<file path="config.mk">
export PLATFORM = sky130hd
export DESIGN_NAME = stepper_move_controller
export DESIGN_NICKNAME = d
export VERILOG_FILES = /design/src/hw/rtl/smc_pkg.sv /design/src/hw/rtl/stepper_move_controller.sv /design/src/hw/rtl/smc_cfg_regs.sv /design/src/hw/rtl/smc_div.sv
export SDC_FILE = /design/constraint.sdc
export NUM_CORES = 2
export LEC_CHECK = 0
export BUFFER_PORTS_ARGS = -buffer_cell sky130_fd_sc_hd__buf_2
export CAP_MARGIN = 20
export CORE_MARGIN = 3
export CORE_UTILIZATION = 58
export CTS_CLUSTER_SIZE = 24
export DETAILED_ROUTE_END_ITERATION = 8
export GPL_TIMING_DRIVEN = 0
export PLACE_DENSITY = 0.78
export SLEW_MARGIN = 20
export SYNTH_ARGS = -nofsm -noshare
export SYNTH_HDL_FRONTEND = slang
export SYNTH_SLANG_ARGS = --single-unit
export TNS_END_PERCENT = 1
</file>
<file path="constraint.sdc">
create_clock -name clk_i -period 8.85 [get_ports clk_i]
set_clock_uncertainty 0.2 [all_clocks]
set_input_delay 0.885 -clock clk_i [delete_from_list [all_inputs] [get_ports clk_i]]
set_output_delay 0.885 -clock clk_i [all_outputs]
set_load 0.01 [all_outputs]
</file>
<file path="src/hw/rtl/smc_pkg.sv">
`timescale 1ns / 1ps

package smc_pkg;

  // field widths
  localparam int unsigned OP_W       = 3;
  localparam int unsigned TOD_W      = 24;
  localparam int unsigned SPEED_W    = 16;
  localparam int unsigned SPM_W      = 13;
  localparam int unsigned TCLK_W     = 28;
  localparam int unsigned LIM_W      = 32;
  localparam int unsigned STEPS_W    = 32;
  localparam int unsigned PRESC_W    = 32;
  localparam int unsigned STATUS_W   = 2;
  localparam int unsigned OUT_POS_W  = 32;

  // stream and config words
  localparam int unsigned IN_DATA_W  = 40;
  localparam int unsigned OUT_DATA_W = 72;
  localparam int unsigned CFG_IDX_W  = 2;
  localparam int unsigned CFG_DATA_W = 32;

  // shared multiplier: |distance| or speed times steps_per_mm
  localparam int unsigned MUL_A_W    = 24;
  localparam int unsigned MUL_P_W    = MUL_A_W + SPM_W;

  // prescaler divider: (clock << 8) / (speed * steps_per_mm)
  localparam int unsigned DIVIDEND_W = TCLK_W + 8;
  localparam int unsigned DIVISOR_W  = SPEED_W + SPM_W;
  localparam int unsigned DIV_CNT_W  = $clog2(DIVIDEND_W + 1);

  // register reset values
  localparam logic [SPM_W-1:0]         SPM_RESET  = 13'd200;
  localparam logic [TCLK_W-1:0]        TCLK_RESET = 28'd50000000;
  localparam logic signed [LIM_W-1:0]  MIN_RESET  = 32'sh8000_0000;
  localparam logic signed [LIM_W-1:0]  MAX_RESET  = 32'sh7FFF_FFFF;

  typedef enum logic [OP_W-1:0] {
    OP_PULSE_DONE = 3'd0,
    OP_ENABLE     = 3'd1,
    OP_DISABLE    = 3'd2,
    OP_MOVE_ABS   = 3'd3,
    OP_MOVE_REL   = 3'd4,
    OP_END_STOP   = 3'd5
  } op_e;

  typedef enum logic [STATUS_W-1:0] {
    ST_OK       = 2'd0,
    ST_DISABLED = 2'd1,
    ST_BUSY     = 2'd2,
    ST_RANGE    = 2'd3
  } status_e;

  typedef enum logic [CFG_IDX_W-1:0] {
    CFG_STEPS_PER_MM = 2'd0,
    CFG_TIMER_CLOCK  = 2'd1,
    CFG_MIN_POSITION = 2'd2,
    CFG_MAX_POSITION = 2'd3
  } cfg_idx_e;

  typedef enum logic [3:0] {
    S_IDLE,
    S_MUL_DIST,
    S_MUL_DEN,
    S_DIFF,
    S_STEPS,
    S_RANGE,
    S_DIV_WAIT,
    S_FINISH
  } state_e;

  typedef struct packed {
    logic [SPM_W-1:0]        steps_per_mm;
    logic [TCLK_W-1:0]       timer_clock_hz;
    logic signed [LIM_W-1:0] min_position;
    logic signed [LIM_W-1:0] max_position;
  } cfg_t;

  typedef struct packed {
    logic                  start;
    logic [DIVIDEND_W-1:0] dividend;
    logic [DIVISOR_W-1:0]  divisor;
  } div_req_t;

  typedef struct packed {
    logic                  done;
    logic [DIVIDEND_W-1:0] quotient;
  } div_rsp_t;

endpackage

</file>
<file path="src/hw/rtl/stepper_move_controller.sv">
`timescale 1ns / 1ps

// Single-axis step/dir move controller.
// Commands enter on the s_axis channel (op in tuser, distance/target and
// speed in tdata); each command gives exactly one result word on m_axis.
// Configuration registers (steps_per_mm, timer clock, position limits) are
// written over the cfg channel; the user must do so only while no command
// is in flight, as the block itself does not enforce it. A move runs two
// passes through one shared multiplier, a difference, rounding and range
// stage, then a restoring divider that retires one quotient bit per cycle;
// a rejected or zero-speed move skips the divider. Enable, disable, pulse
// done and end stop go from accept straight to the result.
// One command is in flight at a time; tready is high only when the
// sequencer is idle, and a new command may be taken while the last result
// still waits in the output register.
// When the receiver stalls, the finished result is held until the output
// register frees up; the position state is only updated at that point.
// Reset clears position, remaining steps and the flags, loads the register
// defaults and leaves the output channel empty.
module stepper_move_controller #(
  parameter int unsigned POSITION_WIDTH = 32
) (
  input  logic                            clk_i,
  input  logic                            rst_ni,
  // command word
  input  logic                            s_axis_tvalid_i,
  output logic                            s_axis_tready_o,
  // [23:0] target_or_distance, [39:24] speed
  input  logic [smc_pkg::IN_DATA_W-1:0]   s_axis_tdata_i,
  // [2:0] op
  input  logic [smc_pkg::OP_W-1:0]        s_axis_tuser_i,
  // result word
  output logic                            m_axis_tvalid_o,
  input  logic                            m_axis_tready_i,
  // [1:0] status, [33:2] prescaler, [34] prescaler_write, [35] direction,
  // [36] enabled, [37] moving, [69:38] position_steps, [70] start_pulses,
  // [71] stop_pulses
  output logic [smc_pkg::OUT_DATA_W-1:0]  m_axis_tdata_o,
  // configuration writes
  input  logic                            cfg_valid_i,
  output logic                            cfg_ready_o,
  input  logic [smc_pkg::CFG_IDX_W-1:0]   cfg_index_i,
  input  logic [smc_pkg::CFG_DATA_W-1:0]  cfg_data_i
);

  localparam int unsigned PosW  = POSITION_WIDTH;
  localparam int unsigned DistW = smc_pkg::MUL_P_W + 1;
  localparam int unsigned DiffW = (((PosW + 8) > DistW) ? (PosW + 8) : DistW) + 1;
  localparam int unsigned TgtW  = ((PosW > (smc_pkg::STEPS_W + 1)) ?
                                   PosW : (smc_pkg::STEPS_W + 1)) + 1;
  localparam int unsigned SW    = smc_pkg::STEPS_W;
  localparam int unsigned PW    = smc_pkg::PRESC_W;

  smc_pkg::cfg_t     cfg;
  smc_pkg::div_req_t div_req;
  smc_pkg::div_rsp_t div_rsp;
  smc_pkg::state_e   state_q, state_d;

  // latched command
  logic [smc_pkg::OP_W-1:0]        op_q;
  logic signed [smc_pkg::TOD_W-1:0] tod_q;
  logic [smc_pkg::SPEED_W-1:0]     speed_q;

  // move datapath registers
  logic [smc_pkg::MUL_P_W-1:0]     prod_q;
  logic [smc_pkg::DIVISOR_W-1:0]   den_q;
  logic signed [DiffW-1:0]         diff_q;
  logic [SW-1:0]                   steps_q;
  logic                            ndir_q;
  smc_pkg::status_e                status_q;

  // axis state
  logic signed [PosW-1:0]          pos_q, pos_d;
  logic [SW-1:0]                   rem_q, rem_d;
  logic                            dir_q, dir_d;
  logic                            moving_q, moving_d;
  logic                            en_q, en_d;

  // output register
  logic                            out_valid_q;
  logic [smc_pkg::OUT_DATA_W-1:0]  out_data_q, out_data_d;

  // control
  logic                            in_fire;
  logic                            out_load;
  logic                            is_move;
  logic                            move_go;

  // combinational datapath
  logic [smc_pkg::MUL_A_W-1:0]     tod_mag;
  logic [smc_pkg::MUL_A_W-1:0]     mul_a;
  logic [smc_pkg::MUL_P_W-1:0]     mul_p;
  logic signed [DistW-1:0]         dist_s;
  logic signed [DiffW-1:0]         pos256;
  logic signed [DiffW-1:0]         diff_d;
  logic [DiffW-1:0]                mag;
  logic [DiffW:0]                  mag_r;
  logic [DiffW:0]                  mag_sh;
  logic [SW-1:0]                   steps_d;
  logic signed [TgtW-1:0]          pos_t;
  logic signed [TgtW-1:0]          steps_t;
  logic signed [TgtW-1:0]          tgt;
  logic signed [TgtW-1:0]          min_t;
  logic signed [TgtW-1:0]          max_t;
  smc_pkg::status_e                status_d;
  logic [SW-1:0]                   rem_dec;
  logic [PW-1:0]                   presc;
  logic                            pwrite;
  logic                            start_p;
  logic                            stop_p;
  logic [63:0]                     pos_ext;

  smc_cfg_regs u_cfg (
    .clk_i      (clk_i),
    .rst_ni     (rst_ni),
    .cfg_valid_i(cfg_valid_i),
    .cfg_ready_o(cfg_ready_o),
    .cfg_index_i(cfg_index_i),
    .cfg_data_i (cfg_data_i),
    .cfg_o      (cfg)
  );

  smc_div u_div (
    .clk_i (clk_i),
    .rst_ni(rst_ni),
    .req_i (div_req),
    .rsp_o (div_rsp)
  );

  assign s_axis_tready_o = (state_q == smc_pkg::S_IDLE);
  assign in_fire         = s_axis_tvalid_i && s_axis_tready_o;
  assign out_load        = (state_q == smc_pkg::S_FINISH) &&
                           (!out_valid_q || m_axis_tready_i);
  assign is_move         = (op_q == smc_pkg::OP_MOVE_ABS) ||
                           (op_q == smc_pkg::OP_MOVE_REL);
  assign move_go         = is_move && (status_q == smc_pkg::ST_OK) &&
                           (speed_q != '0);

  // shared multiplier: distance pass, then speed pass
  assign tod_mag = tod_q[smc_pkg::TOD_W-1] ? smc_pkg::MUL_A_W'(-tod_q) :
                                             smc_pkg::MUL_A_W'(tod_q);
  assign mul_a   = (state_q == smc_pkg::S_MUL_DIST) ? tod_mag :
                                                      smc_pkg::MUL_A_W'(speed_q);
  assign mul_p   = mul_a * smc_pkg::MUL_P_W'(cfg.steps_per_mm);

  // signed move in 1/256 steps
  assign dist_s = tod_q[smc_pkg::TOD_W-1] ? -$signed({1'b0, prod_q}) :
                                             $signed({1'b0, prod_q});
  assign pos256 = DiffW'(pos_q) <<< 8;
  assign diff_d = (op_q == smc_pkg::OP_MOVE_ABS) ? (DiffW'(dist_s) - pos256) :
                                                   DiffW'(dist_s);

  // round half away from zero, saturate to 32 bits
  assign mag     = diff_q[DiffW-1] ? DiffW'(-diff_q) : DiffW'(diff_q);
  assign mag_r   = (DiffW + 1)'(mag) + (DiffW + 1)'(128);
  assign mag_sh  = mag_r >> 8;
  assign steps_d = (|mag_sh[DiffW:SW]) ? {SW{1'b1}} : mag_sh[SW-1:0];

  // relative target range check
  assign pos_t   = TgtW'(pos_q);
  assign steps_t = TgtW'($signed({1'b0, steps_q}));
  assign tgt     = ndir_q ? (pos_t - steps_t) : (pos_t + steps_t);
  assign min_t   = TgtW'(cfg.min_position);
  assign max_t   = TgtW'(cfg.max_position);

  always_comb begin
    if (!en_q) begin
      status_d = smc_pkg::ST_DISABLED;
    end else if (moving_q) begin
      status_d = smc_pkg::ST_BUSY;
    end else if ((op_q == smc_pkg::OP_MOVE_REL) && ((tgt < min_t) || (tgt > max_t))) begin
      status_d = smc_pkg::ST_RANGE;
    end else begin
      status_d = smc_pkg::ST_OK;
    end
  end

  // sequencer
  always_comb begin
    state_d          = state_q;
    div_req.start    = 1'b0;
    div_req.dividend = {cfg.timer_clock_hz, 8'h00};
    div_req.divisor  = den_q;
    unique case (state_q)
      smc_pkg::S_IDLE: begin
        if (in_fire) begin
          if ((s_axis_tuser_i == smc_pkg::OP_MOVE_ABS) ||
              (s_axis_tuser_i == smc_pkg::OP_MOVE_REL)) begin
            state_d = smc_pkg::S_MUL_DIST;
          end else begin
            state_d = smc_pkg::S_FINISH;
          end
        end
      end
      smc_pkg::S_MUL_DIST: state_d = smc_pkg::S_MUL_DEN;
      smc_pkg::S_MUL_DEN:  state_d = smc_pkg::S_DIFF;
      smc_pkg::S_DIFF:     state_d = smc_pkg::S_STEPS;
      smc_pkg::S_STEPS:    state_d = smc_pkg::S_RANGE;
      smc_pkg::S_RANGE: begin
        if ((status_d == smc_pkg::ST_OK) && (speed_q != '0)) begin
          div_req.start = 1'b1;
          state_d       = smc_pkg::S_DIV_WAIT;
        end else begin
          state_d = smc_pkg::S_FINISH;
        end
      end
      smc_pkg::S_DIV_WAIT: begin
        if (div_rsp.done) begin
          state_d = smc_pkg::S_FINISH;
        end
      end
      smc_pkg::S_FINISH: begin
        if (out_load) begin
          state_d = smc_pkg::S_IDLE;
        end
      end
      default: state_d = smc_pkg::S_IDLE;
    endcase
  end

  always_ff @(posedge clk_i or negedge rst_ni) begin
    if (!rst_ni) begin
      state_q <= smc_pkg::S_IDLE;
    end else begin
      state_q <= state_d;
    end
  end

  // command and move datapath registers
  always_ff @(posedge clk_i) begin
    if (in_fire) begin
      op_q    <= s_axis_tuser_i;
      tod_q   <= $signed(s_axis_tdata_i[smc_pkg::TOD_W-1:0]);
      speed_q <= s_axis_tdata_i[smc_pkg::TOD_W +: smc_pkg::SPEED_W];
    end
    if (state_q == smc_pkg::S_MUL_DIST) begin
      prod_q <= mul_p;
    end
    if (state_q == smc_pkg::S_MUL_DEN) begin
      den_q <= mul_p[smc_pkg::DIVISOR_W-1:0];
    end
    if (state_q == smc_pkg::S_DIFF) begin
      diff_q <= diff_d;
    end
    if (state_q == smc_pkg::S_STEPS) begin
      steps_q <= steps_d;
      ndir_q  <= diff_q[DiffW-1];
    end
    if (state_q == smc_pkg::S_RANGE) begin
      status_q <= status_d;
    end
  end

  // state update and result word
  assign rem_dec = rem_q - SW'(1);
  assign presc   = (|div_rsp.quotient[smc_pkg::DIVIDEND_W-1:PW]) ?
                   {PW{1'b1}} : div_rsp.quotient[PW-1:0];

  always_comb begin
    pos_d    = pos_q;
    rem_d    = rem_q;
    dir_d    = dir_q;
    moving_d = moving_q;
    en_d     = en_q;
    pwrite   = 1'b0;
    start_p  = 1'b0;
    stop_p   = 1'b0;
    case (op_q)
      smc_pkg::OP_PULSE_DONE: begin
        if (moving_q) begin
          pos_d = dir_q ? (pos_q - PosW'(1)) : (pos_q + PosW'(1));
          rem_d = rem_dec;
          if (rem_dec == '0) begin
            moving_d = 1'b0;
            en_d     = 1'b0;
            stop_p   = 1'b1;
          end
        end
      end
      smc_pkg::OP_ENABLE:  en_d = 1'b1;
      smc_pkg::OP_DISABLE: en_d = 1'b0;
      smc_pkg::OP_MOVE_ABS, smc_pkg::OP_MOVE_REL: begin
        if (move_go) begin
          pwrite = 1'b1;
          dir_d  = ndir_q;
          rem_d  = steps_q;
          if (steps_q != '0) begin
            moving_d = 1'b1;
            start_p  = 1'b1;
          end
        end
      end
      smc_pkg::OP_END_STOP: begin
        moving_d = 1'b0;
        rem_d    = '0;
        en_d     = 1'b0;
        stop_p   = 1'b1;
      end
      default: begin
        pwrite = 1'b0;
      end
    endcase
  end

  assign pos_ext = 64'(unsigned'(pos_d));

  always_comb begin
    out_data_d = {stop_p, start_p, pos_ext[smc_pkg::OUT_POS_W-1:0], moving_d, en_d,
                  dir_d, pwrite, (pwrite ? presc : {PW{1'b0}}),
                  (is_move ? status_q : smc_pkg::ST_OK)};
  end

  always_ff @(posedge clk_i or negedge rst_ni) begin
    if (!rst_ni) begin
      pos_q    <= '0;
      rem_q    <= '0;
      dir_q    <= 1'b0;
      moving_q <= 1'b0;
      en_q     <= 1'b0;
    end else if (out_load) begin
      pos_q    <= pos_d;
      rem_q    <= rem_d;
      dir_q    <= dir_d;
      moving_q <= moving_d;
      en_q     <= en_d;
    end
  end

  // output register
  always_ff @(posedge clk_i or negedge rst_ni) begin
    if (!rst_ni) begin
      out_valid_q <= 1'b0;
    end else if (out_load) begin
      out_valid_q <= 1'b1;
    end else if (m_axis_tready_i) begin
      out_valid_q <= 1'b0;
    end
  end

  always_ff @(posedge clk_i) begin
    if (out_load) begin
      out_data_q <= out_data_d;
    end
  end

  assign m_axis_tvalid_o = out_valid_q;
  assign m_axis_tdata_o  = out_data_q;

`ifndef SYNTHESIS
  a_moving_has_steps: assert property (@(posedge clk_i) disable iff (!rst_ni)
    moving_q |-> (rem_q != '0))
    else $error("axis moving with no steps left");

  a_div_done_in_wait: assert property (@(posedge clk_i) disable iff (!rst_ni)
    div_rsp.done |-> (state_q == smc_pkg::S_DIV_WAIT))
    else $error("divider finished outside of its wait state");

  a_start_is_moving: assert property (@(posedge clk_i) disable iff (!rst_ni)
    (m_axis_tvalid_o && m_axis_tdata_o[70]) |-> m_axis_tdata_o[37])
    else $error("pulse start reported without moving flag");
`endif

endmodule

</file>
<file path="src/hw/rtl/smc_cfg_regs.sv">
`timescale 1ns / 1ps

module smc_cfg_regs (
  input  logic                           clk_i,
  input  logic                           rst_ni,
  input  logic                           cfg_valid_i,
  output logic                           cfg_ready_o,
  input  logic [smc_pkg::CFG_IDX_W-1:0]  cfg_index_i,
  input  logic [smc_pkg::CFG_DATA_W-1:0] cfg_data_i,
  output smc_pkg::cfg_t                  cfg_o
);

  smc_pkg::cfg_t cfg_q;
  logic          wr_en;

  // writes are always taken
  assign cfg_ready_o = 1'b1;
  assign wr_en       = cfg_valid_i;
  assign cfg_o       = cfg_q;

  // register file with decode by index
  always_ff @(posedge clk_i or negedge rst_ni) begin
    if (!rst_ni) begin
      cfg_q.steps_per_mm   <= smc_pkg::SPM_RESET;
      cfg_q.timer_clock_hz <= smc_pkg::TCLK_RESET;
      cfg_q.min_position   <= smc_pkg::MIN_RESET;
      cfg_q.max_position   <= smc_pkg::MAX_RESET;
    end else if (wr_en) begin
      unique case (smc_pkg::cfg_idx_e'(cfg_index_i))
        smc_pkg::CFG_STEPS_PER_MM: begin
          cfg_q.steps_per_mm <= cfg_data_i[smc_pkg::SPM_W-1:0];
        end
        smc_pkg::CFG_TIMER_CLOCK: begin
          cfg_q.timer_clock_hz <= cfg_data_i[smc_pkg::TCLK_W-1:0];
        end
        smc_pkg::CFG_MIN_POSITION: begin
          cfg_q.min_position <= $signed(cfg_data_i[smc_pkg::LIM_W-1:0]);
        end
        smc_pkg::CFG_MAX_POSITION: begin
          cfg_q.max_position <= $signed(cfg_data_i[smc_pkg::LIM_W-1:0]);
        end
        default: begin
          cfg_q <= cfg_q;
        end
      endcase
    end
  end

endmodule

</file>
<file path="src/hw/rtl/smc_div.sv">
`timescale 1ns / 1ps

module smc_div (
  input  logic              clk_i,
  input  logic              rst_ni,
  input  smc_pkg::div_req_t req_i,
  output smc_pkg::div_rsp_t rsp_o
);

  localparam int unsigned NW = smc_pkg::DIVIDEND_W;
  localparam int unsigned DW = smc_pkg::DIVISOR_W;
  localparam int unsigned CW = smc_pkg::DIV_CNT_W;

  logic          busy_q, busy_d;
  logic          done_q, done_d;
  logic [CW-1:0] cnt_q, cnt_d;
  logic [DW-1:0] div_q, div_d;
  logic [DW-1:0] rem_q, rem_d;
  logic [NW-1:0] quot_q, quot_d;
  logic [DW:0]   rem_sh;
  logic [DW:0]   rem_sub;
  logic          fits;

  // one restoring step per cycle: shift in a dividend bit, try subtract
  assign rem_sh  = {rem_q, quot_q[NW-1]};
  assign rem_sub = rem_sh - {1'b0, div_q};
  assign fits    = (rem_sh >= {1'b0, div_q});

  always_comb begin
    busy_d = busy_q;
    done_d = 1'b0;
    cnt_d  = cnt_q;
    div_d  = div_q;
    rem_d  = rem_q;
    quot_d = quot_q;
    if (req_i.start) begin
      busy_d = 1'b1;
      cnt_d  = CW'(NW);
      div_d  = req_i.divisor;
      rem_d  = '0;
      quot_d = req_i.dividend;
    end else if (busy_q) begin
      rem_d  = fits ? rem_sub[DW-1:0] : rem_sh[DW-1:0];
      quot_d = {quot_q[NW-2:0], fits};
      cnt_d  = cnt_q - CW'(1);
      if (cnt_q == CW'(1)) begin
        busy_d = 1'b0;
        done_d = 1'b1;
      end
    end
  end

  // control state
  always_ff @(posedge clk_i or negedge rst_ni) begin
    if (!rst_ni) begin
      busy_q <= 1'b0;
      done_q <= 1'b0;
      cnt_q  <= '0;
    end else begin
      busy_q <= busy_d;
      done_q <= done_d;
      cnt_q  <= cnt_d;
    end
  end

  // operand and partial result registers
  always_ff @(posedge clk_i) begin
    div_q  <= div_d;
    rem_q  <= rem_d;
    quot_q <= quot_d;
  end

  assign rsp_o.done     = done_q;
  assign rsp_o.quotient = quot_q;

endmodule

</file>
==> impl_metrics.csv <==
group,metric,value,unit
logic_synthesis,ys_types,84,
floorplanning,rows,97,
clock_tree,clockBufferDepth,3,
outcome,outcome,"completed",
worst_setup_path,crit_path_end_kind,"register",
sta,slew_viol_final,0,
sta,tightest_slew,1066,ps
final_layout,drive_gt1_share,10.41,%
worst_setup_path,cp-start-kind,"register",
sta,setup_violations,0,
floorplanning,die_h,274.4,um
placed_design,io_buffers,155,
floorplanning,die_area,75310,um2
worst_hold_path,hold_class,"in -> async",
placed_design,pre_cts_ws,-554.5,ps
sta,timing.final.crit_share,98.58,%
placed_design,gp_congestion,0.9646,
drt,firstDrtPassIters,6,
global_routing,grt_util_all_layers,29.28,%
clock_tree,cts_hold_buf,0,
sta,fin_ws,125.8,ps
drt,wl_per_cell,19.75,um
sta,period_minus_slack,8724,ps
floorplanning,die_x,274.4,um
worst_setup_path,worstSetupPathType,"reg -> reg",
global_routing,antenna_found_initial,3,
logic_synthesis,avgSynthCellArea,9.596,um2
logic_synthesis,netlist_instances,4355,
worst_setup_path,path_delay_family,"adder cells",
sta,max_slew_margin,28.31,%
global_routing,grt_max_degree,95,
logic_synthesis,synth_area_leaders,"edfxtp_1 (23%), fa_1 (12%), ha_1 (8.4%), dfrtp_1 (8.2%), nand2_1 (4.2%)",
global_routing,first_global_vias,32770,
logic_synthesis,ys_seq_elements,535,
drt,routed_wl,110.0,mm
worst_setup_path,crit_top_cell,"fa_1",
drt,drc,0,
worst_setup_path,path_buf_inv,5,
logic_synthesis,ys_warn_count,0,
logic_synthesis,ys_seq_area_share,35.50,%
sta,rsz0062_at_grt,"true",
drt,drt_iter0_drc,2829,
logic_synthesis,synth_area_leader_cell,"edfxtp_1",
logic_synthesis,syn-num-nets,4964,
worst_setup_path,worst_path_max_delay_cell,"fa_1",
global_routing,grt-ovfl-total,0,
worst_setup_path,regToRegSetupSlack,130,ps
floorplanning,num_io_pins,157,
global_routing,grt_pass1_wl,174.2,mm
clock_tree,post-cts-setup-buffer-count,0,
logic_synthesis,synth_ff_type,"edfxtp_1",
logic_synthesis,yosysTopAreaCellShare,22.56,%
drt,vias,32960,
job,cap_violations,0,
final_layout,final_nets,5190,
sta,fmax,114.6,MHz
worst_setup_path,cp_data_arrival_time,8870,ps
final_layout,stdcell_count,5570,
floorplanning,initial_core_util,59.06,%
clock_tree,htreeDepth,2,
drt,ant_nets,0,
drt,viasPerCell,5.918,
placed_design,dp_hpwl,87.47,mm
logic_synthesis,synth-edff-count,314,
floorplanning,coreArea,70760,um2
worst_setup_path,worst_ep_required_time,8990,ps
worst_setup_path,critPathMaxFanout,10,
sta,hold_slack,31.49,ps
clock_tree,numCtsBuffers,57,
logic_synthesis,synth_async_sr_flop_share,34.39,%
clock_tree,cts-root-buf,"clkbuf_16",
clock_tree,cts.clk_slew.worst_paths,60,ps
clock_tree,clock_sinks,535,
final_layout,area_growth,10.08,%
placed_design,dp.cells,5462,
worst_setup_path,cp_slowest_stage_delay,580,ps
clock_tree,clock_latency,670,ps
clock_tree,cts_tree,"yes",
logic_synthesis,syn_area,41790,um2
worst_setup_path,worstPathCellList,"clkbuf_1 -> inv_1 -> nand3_1 -> clkbuf_2 -> o21ai_0 -> clkbuf_1 -> nand2_1 -> fa_1 -> inv_1 -> fa_1 -> fa_1 -> fa_1 -> fa_1 -> ha_1 -> and3_1 -> a221o_1 -> a31oi_2 -> a2111oi_2 -> o2111ai_1 -> a31oi_1 -> a211oi_1 -> o21bai_1 -> a221oi_1 -> xnor2_1",
sta,finalHoldViolCount,0,
==> state kept, by name, summed over array words and instances, names as in the netlist, 2 cells and up <==
signal,count
u_cfg.cfg_o,105
m_axis_tdata_o,72
state_q,3
pos_q,32
speed_q,16
rem_q,32
status_q,2
u_div.rem_q,29
den_q,29
u_div.cnt_q,6
op_q,3
prod_q,37
steps_q,32
diff_q,41
u_div.quot_q,36
u_div.div_q,29
tod_q,24
==> cell families after synthesis <==
kind of cell | Yosys count | synth area share [%]
AND/OR/NAND/NOR | 1320 | 14.86
flip-flops | 535 | 35.50
buffers and inverters | 637 | 5.809
XOR/XNOR | 275 | 5.764
multiplexers | 175 | 4.521
AO/OA/AOI/OAI | 884 | 13.32
other | 1 | 0.008974
adder cells (fa/ha/maj) | 528 | 20.22
==> Yosys cell counts, types with 45 or more instances <==
master / instances
xnor2_1: 186
a211oi_1: 54
dfrtp_1: 137
fa_1: 246
mux2i_1: 65
xor2_1: 89
and2_1: 112
mux2_2: 110
a21oi_1: 216
o21ai_0: 261
inv_1: 454
ha_1: 281
nor3_1: 90
nor2_1: 326
nand2_1: 469
nand3_1: 50
a21o_1: 92
edfxtp_1: 314
dfstp_2: 47
clkbuf_1: 159
nand2b_1: 45
==> area by class of cell <==
class / instances / area [um2]
well taps: 940 / 1176
fillers: 5597 / 24760
clock inverters: 39 / 440.4
clock buffers: 68 / 1518
multi-input cells: 3183 / 24590
diodes: 1 / 2.502
flip-flops and latches: 535 / 14830
plain buffers: 181 / 744.5
repair buffers: 167 / 980.9
inverters: 456 / 1712
==> routing by layer <==
metal	GRT usage [%]	share of wire [%]	vias to the layer above
met1	37.32	41	15930
met2	49.62	47	1213
met5	0	0	-
li1	-	-	15520
met4	13.34	5.2	0
met3	4.113	6.7	303
==> final timing paths <==
check                                             from                           to  cells after the start
worst max-delay path            state_q[2]$_DFFE_PN0P_         prod_q[35]$_DFFE_PP_                     24
worst min-delay path                            rst_ni  u_cfg.cfg_o[46]$_DFFE_PN0P_                      1
worst max register to register  state_q[2]$_DFFE_PN0P_         prod_q[35]$_DFFE_PP_                     24
worst min register to register      den_q[9]$_DFFE_PP_     u_div.div_q[9]$_DFFE_PP_                      0
max in group asynchronous                       rst_ni            dir_q$_DFFE_PN0P_                      2
min in group clk_i                  den_q[9]$_DFFE_PP_     u_div.div_q[9]$_DFFE_PP_                      0
==> timing repair <==
action / in CTS / in global routing
resized for setup: 17 / 20
pin swaps: 0 / 0
endpoints found under the setup margin: 137 / 135
cloned: 0 / 0
==> through the flow <==
| step | setup TNS, ps | area (um2) | utilization (%) |
|---|---|---|---|
| global route | -20940 | 46000 | 65.01 |
| floorplan | 0 | 41790 | - |
| finish | 0 | 46000 | 65.01 |
| detailed placement | -36610 | 43970 | 62.14 |
| global placement | -60040 | 43740 | 61.82 |
| CTS | 0 | 45970 | 64.96 |
==> placed cells by master, fill, tap and decap left out, types with 12 or more instances in the layout <==
master,instances
clkinv_2,12
fa_1,246
nand3_1,50
nor4_1,25
o21bai_1,25
a211oi_1,54
a21o_1,92
dfrtp_1,136
o211ai_1,13
inv_1,453
nor2b_1,36
a21oi_1,216
nand2_1,469
or3_1,29
nor2_1,325
a22oi_1,18
mux2_2,110
clkbuf_16,57
nand2b_1,45
nand4_1,42
buf_2,157
buf_1,14
xor2_1,89
o21ai_0,257
o22ai_1,13
nor3_1,86
a31oi_1,29
mux2i_1,65
o21a_1,19
clkbuf_2,13
dfxtp_1,37
dfstp_2,47
clkbuf_1,149
edfxtp_1,314
xnor2_1,186
or4_1,14
o31ai_1,33
ha_1,281
and3_1,23
and2_1,111
Power is not shown: default switching activity piles up to over one toggle a cycle in this logic, so the estimate is an artifact.
